<file path="config.mk">
export PLATFORM = sky130hd
export DESIGN_NAME = pgr_div
export DESIGN_NICKNAME = d
export VERILOG_FILES = /design/src/design/pagerank_power_iteration_assert.svh /design/src/design/pgr_pkg.sv /design/src/design/pgr_div.sv
export SDC_FILE = /design/constraint.sdc
export NUM_CORES = 1
export LEC_CHECK = 0
export BUFFER_PORTS_ARGS = -buffer_cell sky130_fd_sc_hd__buf_2
export CAP_MARGIN = 15
export CORE_AREA = 2 2 93 113
export DETAILED_ROUTE_END_ITERATION = 12
export DIE_AREA = 0 0 95 115
export GPL_ROUTABILITY_DRIVEN = 1
export GPL_TIMING_DRIVEN = 0
export PLACE_DENSITY = 0.86
export SLEW_MARGIN = 0
export SYNTH_ARGS = -nofsm -noshare
export SYNTH_HDL_FRONTEND = slang
export SYNTH_SLANG_ARGS = --single-unit
</file>
<file path="constraint.sdc">
create_clock -name clock -period 7.5 [get_ports clock]
set_input_delay 1.125 -clock clock [delete_from_list [all_inputs] [get_ports clock]]
set_output_delay 1.125 -clock clock [all_outputs]
set_load 0.02 [all_outputs]
</file>
<file path="src/design/pagerank_power_iteration_assert.svh">
// Assertion macros for the PageRank power-iteration block.
`ifndef PAGERANK_POWER_ITERATION_ASSERT_SVH
`define PAGERANK_POWER_ITERATION_ASSERT_SVH
`ifndef SYNTHESIS
// Same-cycle implication.
`define PGR_ASSERT_IMP(lbl, clk, rst, ante, cons, msg) \
   lbl: assert property (@(posedge clk) disable iff (rst) (ante) |-> (cons)) else $error(msg);
// Next-cycle implication.
`define PGR_ASSERT_NXT(lbl, clk, rst, ante, cons, msg) \
   lbl: assert property (@(posedge clk) disable iff (rst) (ante) |=> (cons)) else $error(msg);
`else
`define PGR_ASSERT_IMP(lbl, clk, rst, ante, cons, msg)
`define PGR_ASSERT_NXT(lbl, clk, rst, ante, cons, msg)
`endif
`endif

</file>
<file path="src/design/pgr_pkg.sv">
// Shared types and constants of the PageRank power-iteration block.
package pgr_pkg;

   localparam logic [1:0] ACT_ADD   = 2'd0;
   localparam logic [1:0] ACT_RUN   = 2'd1;
   localparam logic [1:0] ACT_READ  = 2'd2;
   localparam logic [1:0] ACT_CLEAR = 2'd3;

   localparam logic [1:0] ST_OK    = 2'd0;
   localparam logic [1:0] ST_FULL  = 2'd1;
   localparam logic [1:0] ST_RANGE = 2'd2;

   localparam logic [1:0] REG_VERTEX_COUNT = 2'd0;
   localparam logic [1:0] REG_DAMPING      = 2'd1;
   localparam logic [1:0] REG_ITER_LIMIT   = 2'd2;
   localparam logic [1:0] REG_TOLERANCE    = 2'd3;

   localparam logic [15:0] ONE_Q15 = 16'h8000;
   localparam logic [31:0] ONE_Q31 = 32'h8000_0000;

   typedef enum logic [4:0] {
      S_IDLE,
      S_EDGE_RD,
      S_EDGE_WR,
      S_READ_WAIT,
      S_INIT_WAIT,
      S_INIT_WR,
      S_BASE_WAIT,
      S_V_RD,
      S_V_MUL,
      S_V_DIV,
      S_V_WAIT,
      S_E_RD,
      S_E_CHK,
      S_E_ACC,
      S_F_RD,
      S_F_SAT,
      S_F_WR,
      S_PASS_END,
      S_RESP
   } state_type;

   typedef struct packed {
      logic        start;
      logic [31:0] dividend;
      logic [31:0] divisor;
   } div_req_type;

   typedef struct packed {
      logic        done;
      logic [31:0] quotient;
   } div_rsp_type;

endpackage

</file>
<file path="src/design/pgr_div.sv">
// Shared restoring divider, one quotient bit per cycle.
module pgr_div
   import pgr_pkg::*;
(
   input  logic        clock,
   input  logic        reset,
   input  div_req_type dreq,
   output div_rsp_type drsp
);

   logic        busy_ff, busy_in;
   logic        done_ff, done_in;
   logic [4:0]  cnt_ff, cnt_in;
   logic [32:0] rem_ff, rem_in;
   logic [31:0] quo_ff, quo_in;
   logic [31:0] dvs_ff, dvs_in;
   logic [32:0] rem_sh;
   logic        fits;

   assign rem_sh = {rem_ff[31:0], quo_ff[31]};
   assign fits   = rem_sh >= {1'b0, dvs_ff};

   always_comb begin
      busy_in = busy_ff;
      done_in = 1'b0;
      cnt_in  = cnt_ff;
      rem_in  = rem_ff;
      quo_in  = quo_ff;
      dvs_in  = dvs_ff;
      if (dreq.start) begin
         busy_in = 1'b1;
         cnt_in  = '0;
         rem_in  = '0;
         quo_in  = dreq.dividend;
         dvs_in  = dreq.divisor;
      end else if (busy_ff) begin
         rem_in = fits ? (rem_sh - {1'b0, dvs_ff}) : rem_sh;
         quo_in = {quo_ff[30:0], fits};
         cnt_in = cnt_ff + 5'd1;
         if (cnt_ff == 5'd31) begin
            busy_in = 1'b0;
            done_in = 1'b1;
         end
      end
   end

   always_ff @(posedge clock) begin
      if (reset) begin
         busy_ff <= 1'b0;
         done_ff <= 1'b0;
      end else begin
         busy_ff <= busy_in;
         done_ff <= done_in;
      end
      cnt_ff <= cnt_in;
      rem_ff <= rem_in;
      quo_ff <= quo_in;
      dvs_ff <= dvs_in;
   end

   assign drsp.done     = done_ff;
   assign drsp.quotient = quo_ff;

endmodule
</file>
==> reports/qor.csv <==
stage,metric,value,unit
critical_path,CP endpoint kind,flop,
finish,Final Util,69.42,%
critical_path,worst path arrival time,3.56,ns
floorplanning,Die W,95,um
sta,RSZ-0062 raised after global routing,false,
sta,Slew headroom,46.09,%
clock_network,Clock Latency Late Sink,0.37,ns
sta,max-slew violations,0,
sta,Worst Tran Pin Value,0.8086,ns
critical_path,critical path peak fanout,4,
place,port bufs,99,
global_route,via count of the first global-routing pass,5054,
floorplanning,Initial Util,59.54,%
pwr,Peak VDD IR,0.0001258,V
clock_network,CTS Buffer Depth,2,
clock_network,Num CTS Buffers,9,
clock_network,Sink Count,103,
detailed_routing,drt initial violations,331,
sta,Setup TNS Final,0,ns
global_route,gr usage total,27.50,%
floorplanning,# rows,40,
clock_network,CTS tree,done,
yosys,post-synth top area share,32.74,%
yosys,largest family of logic cells by synthesized area,compound AO/OA/AOI/OAI gates,
finish,fin cells,826,
clock_network,clock root cell,clkbuf_16,
place,Routability Congestion,0.9131,
yosys,dominant synthesized flop cell,edfxtp_1,
yosys,Synth area leaders,"edfxtp_1 33%, dfxtp_1 13%, ha_1 7.2%",
detailed_routing,Post-Route WL,14920,um
sta,Final min period,3.289,ns
yosys,yosys warns,0,
clock_network,hold_buf cts,0,
finish,layout cells sized above 1,23.71,%
yosys,Async SR Flop Fraction,0,%
yosys,xor-xnor portion of the synthesized cell area,3.879,%
yosys,"flops & latches, synth",103,
global_route,first-pass GRT wire length,23280,um
worst_hold_path,Hold Crit Class,flop to flop,
run_status,outcome,finished clean,
yosys,Netlist cell types,59,
global_route,largest net degree at the start of global routing,34,
detailed_routing,vias post-DR,5012,
floorplanning,number of primary I/O pins,100,
sta,Achievable Freq,304.0,MHz
pwr,Tot Pwr,1550,uW
detailed_routing,Residual DRC,0,
global_route,initial antenna violation count,0,
yosys,Synthesized Nets,686,
clock_network,postcts setup bufs,0,
pwr,PD cells,226.4,nW/um2
yosys,Yosys top cell by area,edfxtp_1,
finish,ANT cells,0,
critical_path,critical path class,flop to flop,
clock_network,Clock transition at path regs,0.08,ns
sta,Final Hold Vio Count,0,
yosys,simple-gate share of the synthesized area,13.70,%
yosys,Post-Syn Instances,584,
yosys,"EDFF count, synth",64,
place,dpl hpwl,10580,um
floorplanning,Die H,115,um
flow_run,number of max-cap violations,0,
yosys,sequential fraction of the synthesis area,46.04,%
place,Place WS,3.822,ns
sta,Final Setup Violations,0,
yosys,synthesized area per cell,10.05,um2
yosys,Synth Area in Compound Gates,16.65,%
global_route,global route overflow,0,
clock_network,Max H-tree Level,3,
critical_path,Worst Path Required,7.77,ns
clock_network,post-CTS sizing,0,
yosys,Post-Synth Adder-Cell Area,7.587,%
detailed_routing,Wirelength per Cell,18.07,um
sta,Final Cycle Share,43.85,%
finish,nets@finish,797,
detailed_routing,vias per inst,6.068,
yosys,mux cell area share after synthesis,6.841,%
finish,area growth from synthesis to layout,16.58,%
detailed_routing,First-pass DRT Iterations,5,
place,Placed Cells,809,
critical_path,CP startpoint kind,flop,
sta,final setup margin,4.211,ns
finish,# fillers,731,
pwr,P_leak,0.002964,uW
detailed_routing,"antenna viol nets, final",0,
floorplanning,Die Area,10930,um2
yosys,synthesized area,5871,um2
sta,Max Clock Skew,0.007723,ns
floorplanning,core area,9859,um2
[routing by layer]
layer | vias up | global-route usage [%] | share of wire (%)
met4 | 0 | 11.30 | 2.4
met3 | 41 | 6.619 | 7.1
li1 | 2366 | - | -
met5 | - | 0 | 0
met1 | 2376 | 31.07 | 39
met2 | 229 | 49.36 | 51
[cells by family (layout without fill, tap and decap cells)]
logic type / Yosys count / after routing
flip-flops: 103 / 103
adder cells (fa/ha/maj): 35 / 35
AO/OA/AOI/OAI: 137 / 137
AND/OR/NAND/NOR: 174 / 174
buffers and inverters: 73 / 189
XOR/XNOR: 26 / 26
multiplexers: 36 / 36
[report_power, final]
part	internal [uW]	switching, uW
Sequential	657	29.4
Clock	235	236
Combinational	158	235
[state kept, by name (all words and copies together), names as in the netlist]
signal,count
dvs_ff,32
quo_ff,32
rem_ff,32
cnt_ff,5
busy_ff,1
done_ff,1
[worst max-delay path, cell delays in order (launching register included)]
cell and delay, ns:
edfxtp_1 0.38, inv_1 0.06, ha_1 0.22, fa_1 0.40, nand2b_1 0.21, a21oi_1 0.27, o21ai_2 0.14, o21ai_1 0.27
a31oi_1 0.22, o41ai_1 0.41, xor2_1 0.24, nand2_1 0.08, a311oi_1 0.28
[cells in the final DEF, fill, tap and decap left out, types with 3 or more instances in the layout]
cell,n
a311oi_1,23
clkbuf_1,19
buf_6,3
mux2_2,33
o21ai_0,15
xnor2_1,13
nand3_1,10
a211oi_1,4
nor2_1,49
and2_1,5
a21oi_1,28
o31ai_1,6
o211ai_1,7
a22oi_1,3
nand4_1,10
nor3_1,7
edfxtp_1,64
inv_1,43
a21o_1,14
ha_1,34
xor2_1,13
or3_1,4
o21a_1,3
a31oi_1,5
o21bai_1,3
o22ai_1,3
o21ai_1,3
dfxtp_1,39
nand2_1,62
mux2i_1,3
nand2b_1,9
nor4_1,4
clkbuf_16,9
buf_2,105
and3_1,4
[cell type report]
cell class	count	area [um2]	share of cell area, %
clock inverter	6	63.81	0.9324
sequential	103	2703	39.49
clock buffer	10	229.0	3.346
multi-input combinational	408	2856	41.74
inverter	43	161.4	2.358
timing repair buffer	100	523.0	7.642
tap	126	157.7	2.303
buffer	30	150.1	2.194
[synth_stat cells (all sizes together) (3+ instances only)]
cell,n
or3,4
a21oi,29
o31ai,6
a22oi,3
a21boi,3
a311oi,23
xnor2,13
mux2,33
buf,12
o22ai,3
dfxtp,39
ha,34
a21o,14
nand2b,9
o21bai,3
and2,5
xor2,13
nand4,10
inv,43
mux2i,3
a211oi,5
and3,4
nand3,10
nor3,7
nand2,62
clkbuf,18
edfxtp,64
o211ai,7
o21ai,19
nor2,49
a31oi,5
nor4,4
o21a,3
[per-stage QoR]
stage               area, um2  hold slack (ns)
detailed placement       6524           0.4810
global route             6844           0.5091
floorplan                5871           0.4428
finish                   6844           0.4977
global placement         6524           0.4674
CTS                      6817           0.4919
[worst paths after layout]
kind / startpoint / depth (start not counted) / slack [ns] / to
hold / removal: rem_ff[25] / 2 / 0.50 / rem_ff[25]
setup reg to reg: quo_ff[31] / 12 / 4.21 / rem_ff[24]
setup / recovery: quo_ff[31] / 12 / 4.21 / rem_ff[24]
hold reg to reg: rem_ff[25] / 2 / 0.50 / rem_ff[25]
(Power assumes the default switching activity.)
